==> config.mk <==
export PLATFORM = sky130hd
export DESIGN_NAME = command_line_call_lexer_flat
export DESIGN_NICKNAME = d
export VERILOG_FILES = /design/src/sv/cll_pkg.sv /design/src/sv/cll_stream_if.sv /design/src/sv/cll_lexer.sv /design/src/sv/cll_out_queue.sv /design/src/sv/command_line_call_lexer.sv /design/src/flat_wrapper.sv
export SDC_FILE = /design/constraint.sdc
export NUM_CORES = 1
export LEC_CHECK = 0
export BUFFER_PORTS_ARGS = -buffer_cell sky130_fd_sc_hd__buf_2
export CAP_MARGIN = 20
export CORE_MARGIN = 2
export CORE_UTILIZATION = 56
export CTS_CLUSTER_SIZE = 10
export DETAILED_ROUTE_END_ITERATION = 8
export PLACE_DENSITY_LB_ADDON = 0.25
export SLEW_MARGIN = 20
export SYNTH_ARGS = -nofsm -noshare
export SYNTH_HDL_FRONTEND = slang
export SYNTH_SLANG_ARGS = --single-unit
==> constraint.sdc <==
create_clock -name clk -period 5.7 [get_ports clk]
set_input_delay 1.14 -clock clk [delete_from_list [all_inputs] [get_ports clk]]
set_output_delay 1.14 -clock clk [all_outputs]
set_load 0.005 [all_outputs]
==> src/sv/cll_pkg.sv <==
`timescale 1ns / 1ps

package cll_pkg;

  typedef enum logic [1:0] {
    PH_IDLE    = 2'd0,
    PH_NAME    = 2'd1,
    PH_PARAMS  = 2'd2,
    PH_STOPPED = 2'd3
  } phase_t;

  typedef enum logic [1:0] {
    KIND_TOKEN = 2'd0,
    KIND_DONE  = 2'd1,
    KIND_ERROR = 2'd2
  } kind_t;

  localparam logic [2:0] CALL_PLAIN = 3'd0;

  localparam logic [2:0] ERR_NONE        = 3'd0;
  localparam logic [2:0] ERR_BAD_NAME    = 3'd1;
  localparam logic [2:0] ERR_EMPTY_NAME  = 3'd2;
  localparam logic [2:0] ERR_BAD_PARAM   = 3'd3;
  localparam logic [2:0] ERR_EMPTY_PARAM = 3'd4;
  localparam logic [2:0] ERR_TOO_LONG    = 3'd5;

  localparam logic [7:0] CH_PRINT_LO = 8'd33;
  localparam logic [7:0] CH_PRINT_HI = 8'd126;
  localparam logic [7:0] CH_OPEN     = "(";
  localparam logic [7:0] CH_CLOSE    = ")";
  localparam logic [7:0] CH_COMMA    = ",";
  localparam logic [7:0] CH_QUOTE    = "\"";

  // keywords in the order lf, lv, get, set, read, write; call type is index + 1
  localparam int KW_COUNT = 6;
  localparam logic [2:0] KW_LEN [KW_COUNT] = '{3'd2, 3'd2, 3'd3, 3'd3, 3'd4, 3'd5};
  localparam logic [7:0] KW_TEXT [KW_COUNT][8] = '{
    '{"l", "f", 8'h00, 8'h00, 8'h00, 8'h00, 8'h00, 8'h00},
    '{"l", "v", 8'h00, 8'h00, 8'h00, 8'h00, 8'h00, 8'h00},
    '{"g", "e", "t",   8'h00, 8'h00, 8'h00, 8'h00, 8'h00},
    '{"s", "e", "t",   8'h00, 8'h00, 8'h00, 8'h00, 8'h00},
    '{"r", "e", "a",   "d",   8'h00, 8'h00, 8'h00, 8'h00},
    '{"w", "r", "i",   "t",   "e",   8'h00, 8'h00, 8'h00}
  };

  localparam int QUEUE_DEPTH = 4;

  typedef struct packed {
    logic [7:0] ch;
    logic       line_start;
  } in_item_t;

  typedef struct packed {
    kind_t      kind;
    logic [2:0] call_type;
    logic [2:0] error_code;
    logic [7:0] name_end;
    logic [7:0] param_count;
    logic [7:0] param_index;
    logic [8:0] param_start;
    logic [7:0] param_end;
    logic       param_is_string;
    logic       last;
  } res_t;

  // results produced by one item, r0 first
  typedef struct packed {
    logic [1:0] n;
    res_t       r0;
    res_t       r1;
  } push_t;

endpackage

==> src/sv/cll_stream_if.sv <==
`timescale 1ns / 1ps

interface cll_stream_if #(
  parameter type T = logic
);
  logic valid;
  logic ready;
  T     data;

  modport source (output valid, output data, input ready);
  modport sink (input valid, input data, output ready);
endinterface

==> src/sv/cll_lexer.sv <==
`timescale 1ns / 1ps

module cll_lexer #(
  parameter int LINE_LENGTH = 256
) (
  input  logic         clk,
  input  logic         rst,
  cll_stream_if.sink   in_chan,
  input  logic         room,
  output cll_pkg::push_t push
);

  localparam logic [8:0] LINE_MAX = 9'(LINE_LENGTH);

  logic             ir_valid;
  logic [7:0]       ir_ch;
  logic             ir_ls;
  logic             fire;

  cll_pkg::phase_t  phase, phase_next, phase_e;
  logic [8:0]       position, pos_e;
  logic [7:0]       name_last, nl_e;
  logic [8:0]       token_begin, tb_e;
  logic [7:0]       token_count, tc_e, tc_after;
  logic [7:0]       prev_char, pc_e;
  logic [5:0]       kw_match, kw_e, kw_hit;

  logic             active, name_char, printable;
  logic             err, open_paren, tok, done, advance;
  logic [2:0]       err_code;
  logic [2:0]       call_type;
  logic             is_str;
  logic [8:0]       name_len;
  cll_pkg::res_t    tok_res, done_res, err_res;

  assign fire = ir_valid && room;
  assign in_chan.ready = !ir_valid || fire;

  always_ff @(posedge clk) begin
    if (rst) begin
      ir_valid <= 1'b0;
    end else if (in_chan.ready) begin
      ir_valid <= in_chan.valid;
    end
    if (in_chan.ready && in_chan.valid) begin
      ir_ch <= in_chan.data.ch;
      ir_ls <= in_chan.data.line_start;
    end
  end

  // line start drops the line in progress and lexes from a clean state
  assign phase_e = ir_ls ? cll_pkg::PH_NAME : phase;
  assign pos_e   = ir_ls ? 9'd0 : position;
  assign nl_e    = ir_ls ? 8'd0 : name_last;
  assign tb_e    = ir_ls ? 9'd0 : token_begin;
  assign tc_e    = ir_ls ? 8'd0 : token_count;
  assign pc_e    = ir_ls ? 8'd0 : prev_char;
  assign kw_e    = ir_ls ? 6'h3f : kw_match;

  assign active = (phase_e == cll_pkg::PH_NAME) || (phase_e == cll_pkg::PH_PARAMS);
  assign name_char = (ir_ch >= "a" && ir_ch <= "z") || (ir_ch >= "A" && ir_ch <= "Z") ||
                     (ir_ch >= "0" && ir_ch <= "9") || (ir_ch == "_");
  assign printable = (ir_ch >= cll_pkg::CH_PRINT_LO) && (ir_ch <= cll_pkg::CH_PRINT_HI);

  always_comb begin
    err        = 1'b0;
    err_code   = cll_pkg::ERR_NONE;
    open_paren = 1'b0;
    tok        = 1'b0;
    done       = 1'b0;
    if (active) begin
      if (pos_e >= LINE_MAX) begin
        err      = 1'b1;
        err_code = cll_pkg::ERR_TOO_LONG;
      end else if (phase_e == cll_pkg::PH_NAME) begin
        if (ir_ch == cll_pkg::CH_OPEN) begin
          if (pos_e == 9'd0) begin
            err      = 1'b1;
            err_code = cll_pkg::ERR_EMPTY_NAME;
          end else begin
            open_paren = 1'b1;
          end
        end else if (!name_char) begin
          err      = 1'b1;
          err_code = cll_pkg::ERR_BAD_NAME;
        end
      end else begin
        if (!printable) begin
          err      = 1'b1;
          err_code = cll_pkg::ERR_BAD_PARAM;
        end else if (ir_ch == cll_pkg::CH_COMMA) begin
          if (pos_e == tb_e) begin
            err      = 1'b1;
            err_code = cll_pkg::ERR_EMPTY_PARAM;
          end else begin
            tok = 1'b1;
          end
        end else if (ir_ch == cll_pkg::CH_CLOSE) begin
          // "name()" closes with no token
          if (pos_e != ({1'b0, nl_e} + 9'd2)) begin
            if (pos_e == tb_e) begin
              err      = 1'b1;
              err_code = cll_pkg::ERR_EMPTY_PARAM;
            end else begin
              tok = 1'b1;
            end
          end
          done = !err;
        end
      end
    end
  end

  assign advance = fire && active && !err;

  always_comb begin
    for (int i = 0; i < cll_pkg::KW_COUNT; i++) begin
      kw_hit[i] = (pos_e < 9'(cll_pkg::KW_LEN[i])) &&
                  (ir_ch == cll_pkg::KW_TEXT[i][pos_e[2:0]]);
    end
  end

  assign name_len = {1'b0, nl_e} + 9'd1;

  always_comb begin
    call_type = cll_pkg::CALL_PLAIN;
    for (int i = cll_pkg::KW_COUNT - 1; i >= 0; i--) begin
      if (kw_e[i] && (9'(cll_pkg::KW_LEN[i]) == name_len)) begin
        call_type = 3'(i + 1);
      end
    end
  end

  assign tc_after = (tok && tc_e != 8'hff) ? tc_e + 8'd1 : tc_e;
  assign is_str   = (pc_e == cll_pkg::CH_QUOTE);

  // next phase
  always_comb begin
    phase_next = phase;
    if (fire) begin
      if (err || done) begin
        phase_next = cll_pkg::PH_STOPPED;
      end else if (open_paren) begin
        phase_next = cll_pkg::PH_PARAMS;
      end else begin
        phase_next = phase_e;
      end
    end
  end

  // results
  always_comb begin
    tok_res                 = '0;
    tok_res.kind            = cll_pkg::KIND_TOKEN;
    tok_res.name_end        = nl_e;
    tok_res.param_index     = tc_e;
    tok_res.param_start     = is_str ? tb_e + 9'd1 : tb_e;
    tok_res.param_end       = is_str ? 8'(pos_e - 9'd2) : 8'(pos_e - 9'd1);
    tok_res.param_is_string = is_str;

    done_res             = '0;
    done_res.kind        = cll_pkg::KIND_DONE;
    done_res.call_type   = call_type;
    done_res.name_end    = nl_e;
    done_res.param_count = tc_after;
    done_res.last        = 1'b1;

    err_res            = '0;
    err_res.kind       = cll_pkg::KIND_ERROR;
    err_res.error_code = err_code;
    err_res.last       = 1'b1;

    push.n  = 2'd0;
    push.r0 = tok_res;
    push.r1 = done_res;
    if (fire) begin
      if (err) begin
        push.n  = 2'd1;
        push.r0 = err_res;
      end else if (tok && done) begin
        push.n = 2'd2;
      end else if (tok) begin
        push.n = 2'd1;
      end else if (done) begin
        push.n  = 2'd1;
        push.r0 = done_res;
      end
    end
  end

  always_ff @(posedge clk) begin
    if (rst) begin
      phase       <= cll_pkg::PH_IDLE;
      position    <= 9'd0;
      name_last   <= 8'd0;
      token_begin <= 9'd0;
      token_count <= 8'd0;
      prev_char   <= 8'd0;
      kw_match    <= 6'h3f;
    end else if (fire) begin
      phase       <= phase_next;
      position    <= (advance && pos_e != 9'h1ff) ? pos_e + 9'd1 : pos_e;
      name_last   <= (advance && open_paren) ? 8'(pos_e - 9'd1) : nl_e;
      token_begin <= (advance && (open_paren || tok && !done)) ? pos_e + 9'd1 : tb_e;
      token_count <= advance ? tc_after : tc_e;
      prev_char   <= advance ? ir_ch : pc_e;
      kw_match    <= (advance && phase_e == cll_pkg::PH_NAME && !open_paren) ?
                     (kw_e & kw_hit) : kw_e;
    end
  end

  a_err_stops: assert property (@(posedge clk) disable iff (rst)
    (fire && err) |=> (phase == cll_pkg::PH_STOPPED))
    else $error("error result did not stop the line");

  a_pair_order: assert property (@(posedge clk) disable iff (rst)
    (push.n == 2'd2) |-> (push.r0.kind == cll_pkg::KIND_TOKEN &&
                          push.r1.kind == cll_pkg::KIND_DONE))
    else $error("two results must be token then done");

  a_line_start: assert property (@(posedge clk) disable iff (rst)
    (fire && ir_ls) |=> (phase != cll_pkg::PH_IDLE))
    else $error("line start left the lexer idle");

endmodule

==> src/sv/cll_out_queue.sv <==
`timescale 1ns / 1ps

module cll_out_queue (
  input  logic            clk,
  input  logic            rst,
  input  cll_pkg::push_t  push,
  output logic            room,
  cll_stream_if.source    out_chan
);

  cll_pkg::res_t q [cll_pkg::QUEUE_DEPTH];
  logic [1:0]    wptr, rptr;
  logic [2:0]    count, count_next;
  logic          pop;

  assign pop            = out_chan.valid && out_chan.ready;
  assign out_chan.valid = (count != 3'd0);
  assign out_chan.data  = q[rptr];
  // an item may bring two results
  assign room           = (count <= 3'(cll_pkg::QUEUE_DEPTH - 2));
  assign count_next     = count + 3'(push.n) - 3'(pop);

  always_ff @(posedge clk) begin
    if (rst) begin
      wptr  <= 2'd0;
      rptr  <= 2'd0;
      count <= 3'd0;
    end else begin
      wptr  <= wptr + push.n;
      rptr  <= rptr + 2'(pop);
      count <= count_next;
    end
    if (push.n != 2'd0) begin
      q[wptr] <= push.r0;
    end
    if (push.n == 2'd2) begin
      q[wptr + 2'd1] <= push.r1;
    end
  end

  a_no_overflow: assert property (@(posedge clk) disable iff (rst)
    count <= 3'(cll_pkg::QUEUE_DEPTH))
    else $error("result queue overflow");

  a_push_room: assert property (@(posedge clk) disable iff (rst)
    (push.n != 2'd0) |-> (count <= 3'(cll_pkg::QUEUE_DEPTH - 2)))
    else $error("push without room for two results");

  a_pop_next: assert property (@(posedge clk) disable iff (rst)
    (pop && push.n == 2'd0) |=> (count == $past(count) - 3'd1))
    else $error("pop did not drain one entry");

endmodule

==> src/sv/command_line_call_lexer.sv <==
`timescale 1ns / 1ps

// channel    dir  payload                                    handshake
// in_chan    in   ch, line_start                             valid / ready
// out_chan   out  kind, call_type, error_code, name_end,     valid / ready
//                 param_count, param_index, param_start,
//                 param_end, param_is_string, last
//
// one character per cycle: an input register, combinational lexing logic,
// then a four-entry result queue that holds the results until they are read.
// a closing parenthesis after a token gives two results, drained one per ready cycle.
// the lexer stalls only while the queue holds more than two results.
// rst is synchronous and clears the line state; the line waits for line_start.

module command_line_call_lexer #(
  parameter int LINE_LENGTH = 256
) (
  input  logic         clk,
  input  logic         rst,
  cll_stream_if.sink   in_chan,
  cll_stream_if.source out_chan
);

  cll_pkg::push_t push;
  logic           room;

  cll_lexer #(
    .LINE_LENGTH (LINE_LENGTH)
  ) u_lexer (
    .clk     (clk),
    .rst     (rst),
    .in_chan (in_chan),
    .room    (room),
    .push    (push)
  );

  cll_out_queue u_queue (
    .clk      (clk),
    .rst      (rst),
    .push     (push),
    .room     (room),
    .out_chan (out_chan)
  );

endmodule

==> src/flat_wrapper.sv <==
// flat-port wrapper written by rule: the top's interface ports become plain ports
module command_line_call_lexer_flat 
#(
  parameter int LINE_LENGTH = 256
)
  (clk, rst, in_chan_valid, in_chan_data, in_chan_ready, out_chan_valid, out_chan_data, out_chan_ready);
  cll_stream_if #(.T(cll_pkg::in_item_t)) in_chan_i ();
  cll_stream_if #(.T(cll_pkg::res_t)) out_chan_i ();
  input  logic clk;
  input  logic rst;
  input wire logic [$bits(in_chan_i.valid)-1:0] in_chan_valid;
  input wire logic [$bits(in_chan_i.data)-1:0] in_chan_data;
  output wire logic [$bits(in_chan_i.ready)-1:0] in_chan_ready;
  output wire logic [$bits(out_chan_i.valid)-1:0] out_chan_valid;
  output wire logic [$bits(out_chan_i.data)-1:0] out_chan_data;
  input wire logic [$bits(out_chan_i.ready)-1:0] out_chan_ready;
  assign in_chan_i.valid = in_chan_valid;
  assign in_chan_i.data = in_chan_data;
  assign in_chan_ready = in_chan_i.ready;
  assign out_chan_valid = out_chan_i.valid;
  assign out_chan_data = out_chan_i.data;
  assign out_chan_i.ready = out_chan_ready;
  command_line_call_lexer #(.LINE_LENGTH(LINE_LENGTH)) u_core (.clk(clk), .rst(rst), .in_chan(in_chan_i), .out_chan(out_chan_i));
endmodule
==> impl_metrics.py <==
metrics = {
    "sta": {
        "min_period_over_period_pct": 89.2,
        "setup_viol": 0,
        "tightest_slew_ns": 0.999,
        "slew_headroom_pct": 33.1,
        "fmax_ghz": 0.197,
        "worst_slack_ns": 0.617,
        "period_needed_ns": 5.08,
        "slew_viol_final": 0,
        "whs_ns": 0.456,
        "hold_violations": 0,
        "fin_skew_ns": 0.0204,
        "tns_ns": 0,
        "rsz0062_at_grt": "false",
    },
    "clock_tree": {
        "htreeDepth": 1,
        "clk_latency_ns": 0.57,
        "cts_resized": 0,
        "cts_setup_buffers": 0,
        "numCtsBuffers": 31,
        "ctsRootBufferMaster": "clkbuf_16",
        "clk_pin_slew_ns": 0.06,
        "hold_buffers": 0,
        "cts_tree": "yes",
        "clk_path_buf_depth": 3,
        "cts_sinks": 271,
    },
    "critical_path": {
        "cp_common_cell": "inv_1",
        "path_max_fanout": 15,
        "crit_buf_inv": 4,
        "cp.required_ns": 6.13,
        "cp_cell_sequence": "nand2b_1 -> inv_1 -> ha_1 -> xor2_1 -> or4_1 -> nor3_1 -> nand4_1 -> a21oi_1 -> nand2_1 -> inv_1 -> ha_1 -> nand2_1 -> a21oi_1 -> inv_1 -> ha_1 -> inv_1 -> fa_1 -> xnor2_1 -> nor2_1",
        "crit_arrival_ns": 5.52,
        "ff2ff_setup_slack_ns": 0.62,
        "worst_r2r_startpoint": "u_core.u_lexer.name_last[1]$_SDFFE_PP0P_",
        "worstReg2RegEnd": "u_core.u_queue.count[2]$_SDFF_PP0_",
        "crit_type": "register to register",
        "path_delay_family": "simple AND/OR/NAND/NOR gates",
        "cpMaxStageDelayCell": "dfxtp_1",
        "slowest_delay_ns": 0.61,
        "reg2reg_depth": 19,
        "worstSetupStartpointType": "register",
        "crit_path_end_kind": "register",
    },
    "global_route": {
        "antenna_found_initial": 0,
        "met2_usage_pct": 44.7,
        "grt_pass1_vias": 10300,
        "met3_usage_pct": 3.26,
        "grt_usage_pct": 26.1,
        "grt_pass1_wl_mm": 54.8,
        "use_met1_pct": 35.4,
        "grt_max_degree": 55,
        "grt-ovfl-total": 0,
        "top_usage_layer": "met2",
    },
    "synthesis": {
        "seq_area_frac_synth_pct": 45.1,
        "syn_inst": 1347,
        "syn_nets": 1386,
        "synth_edf_count": 85,
        "synth_async_sr_flop_share_pct": 0,
        "synth.cell_area_um2": 13900,
        "synth.distinct_cells": 86,
        "synth-seq-cells": 271,
        "yosys_warnings": 0,
        "synth_ff_type": "dfxtp_1",
        "post_synth.cell_area_avg_um2": 10.3,
    },
    "die": {
        "start_util_pct": 57.2,
        "core_um2": 24300,
        "dieArea_um2": 26100,
        "die_h_um": 162,
        "pin_count": 66,
        "rows": 57,
        "die_w_um": 162,
    },
    "min_path": {
        "hold_depth": 2,
        "hold_class": "register to register",
        "hold_end": "u_core.u_queue.q[3][50]$_SDFFE_PP0P_",
        "worstHoldStart": "u_core.u_queue.q[3][50]$_SDFFE_PP0P_",
    },
    "place": {
        "dp_slack_ns": 0.644,
        "numPortBuffers": 65,
        "placed_area_um2": 14500,
        "globalplace.congestion": 0.930,
        "dp_hpwl_mm": 22.8,
        "placed_cells": 1666,
    },
    "power_and_ir_drop": {
        "p_per_area_nw_per_um2": 319,
        "max-vdd-ir-drop_v": 0.000280,
        "power_mw": 4.90,
        "leakagePower_nw": 6.51,
    },
    "layout": {
        "fin_area_um2": 15400,
        "nets": 1414,
        "antenna_cells": 0,
        "fin_cells": 1714,
        "nFillCells": 1975,
        "drive_above_1_share_pct": 15.6,
        "seq_area_um2": 6280,
        "area_delta_synth_final_pct": 10.5,
        "multiInputGateArea_um2": 7180,
        "finish.utilization_pct": 63.2,
    },
    "detailed_routing": {
        "antenna_left": 0,
        "avgViaCountPerCell": 6.07,
        "avgRoutedWirePerCell_um": 19.8,
        "drtPass1Iterations": 6,
        "drtIter0Drc": 883,
        "vias": 10400,
        "drt_wl_total_mm": 33.9,
        "route.detailed.drc": 0,
    },
    "run_status": {
        "outcome": "complete, no violations",
    },
    "run": {
        "max_cap_violations": 0,
    },
}
==> tightest hold or removal path: cells and delay by family, from the launching register on <==
family	cells	cell delay, ns
AOI/OAI and AO/OA	1	0.05
DFF	1	0.31
buffers and inverters	1	0.05
==> Yosys cell counts (18+ instances only) <==
| library cell | number | area, um2 |
|---|---|---|
| edfxtp_1 | 85 | 2550 |
| xnor2_1 | 34 | 298 |
| nor3_1 | 24 | 120 |
| ha_1 | 25 | 313 |
| a211oi_1 | 23 | 173 |
| buf_2 | 30 | 150 |
| inv_1 | 35 | 131 |
| o21ai_0 | 23 | 115 |
| nand2_1 | 51 | 191 |
| dfxtp_1 | 186 | 3720 |
| nand3_1 | 25 | 125 |
| nor2b_1 | 18 | 113 |
| nor2_1 | 245 | 920 |
| mux4_2 | 51 | 1150 |
| a21oi_1 | 42 | 210 |
| nand2b_1 | 34 | 213 |
| a22o_1 | 18 | 158 |
| mux2i_1 | 132 | 1320 |
| xor2_1 | 27 | 236 |
| clkbuf_1 | 50 | 188 |
==> layout make-up <==
type	instances	area share (%)
well taps	324	2.64
flip-flops and latches	271	40.9
clock inverters	2	0.163
multi-input cells	948	46.7
repair buffers	88	3.24
clock buffers	46	5.48
inverters	35	0.855
==> logic make-up after synthesis <==
kind of cell,count (synthesis),share of synthesized area [%]
muxes,184,17.8
AOI/OAI and AO/OA,202,10.7
and+or+nand+nor,475,16.3
adders and majority gates,26,2.39
buffers and inverters,128,3.87
DFF,271,45.1
xor gates and xnor gates,61,3.84
==> report_power, final <==
group | internal [mW] | switching (mW) | total (mW)
Clock | 1.01 | 0.747 | 1.75
Combinational | 0.443 | 0.455 | 0.898
Sequential | 2.10 | 0.142 | 2.25
==> cells in the final DEF, fill, tap and decap left out, types with 10 or more instances in the layout <==
cell         n
and3_1      10
nor2_1     245
mux4_2      51
clkbuf_16   31
nand2b_1    34
mux2i_1    132
o21ai_0     19
nor2b_1     18
nor3_1      24
edfxtp_1    85
a21oi_1     42
nand4_1     13
buf_2       65
dfxtp_1    184
xor2_1      27
a211oi_1    21
nand2_1     51
buf_4       23
nand3_1     21
inv_1       35
xnor2_1     34
ha_1        25
clkbuf_1    14
a22o_1      18
==> routing by layer <==
metal	part of all wire (%)	vias to the layer above	wire, um
li1	-	4907	-
met2	48	326	16300
met1	44	5098	14800
met5	0	-	0
met4	2.3	0	785
met3	5.7	65	1930
==> worst max path at each step <==
stage                                          to                                     start  depth (start not counted)
6_report       u_core.u_queue.count[2]$_SDFF_PP0_  u_core.u_lexer.name_last[1]$_SDFFE_PP0P_                         19
2_1_floorplan   u_core.u_queue.q[2][27]$_DFFE_PP_            u_core.u_lexer.ir_ls$_DFFE_PP_                         22
4_1_cts        u_core.u_queue.count[2]$_SDFF_PP0_  u_core.u_lexer.name_last[1]$_SDFFE_PP0P_                         19
3_5_place_dp   u_core.u_queue.count[2]$_SDFF_PP0_  u_core.u_lexer.name_last[1]$_SDFFE_PP0P_                         19
5_1_grt        u_core.u_queue.count[2]$_SDFF_PP0_  u_core.u_lexer.name_last[1]$_SDFFE_PP0P_                         19
3_3_place_gp   u_core.u_queue.count[2]$_SDFF_PP0_  u_core.u_lexer.name_last[1]$_SDFFE_PP0P_                         19
==> flip-flops by register name, indices dropped and copies added, names as in the netlist <==
signal	flops
u_core.u_lexer.position	9
u_core.u_lexer.token_begin	9
u_core.u_lexer.name_last	8
u_core.u_lexer.ir_ch	8
u_core.u_queue.count	3
u_core.u_lexer.ir_ls	1
u_core.u_lexer.token_count	8
u_core.u_queue.q	204
u_core.u_lexer.ir_valid	1
u_core.u_lexer.kw_match	6
u_core.u_queue.rptr	2
u_core.u_lexer.phase	2
u_core.u_queue.wptr	2
u_core.u_lexer.prev_char	8
(Power assumes the default switching activity.)
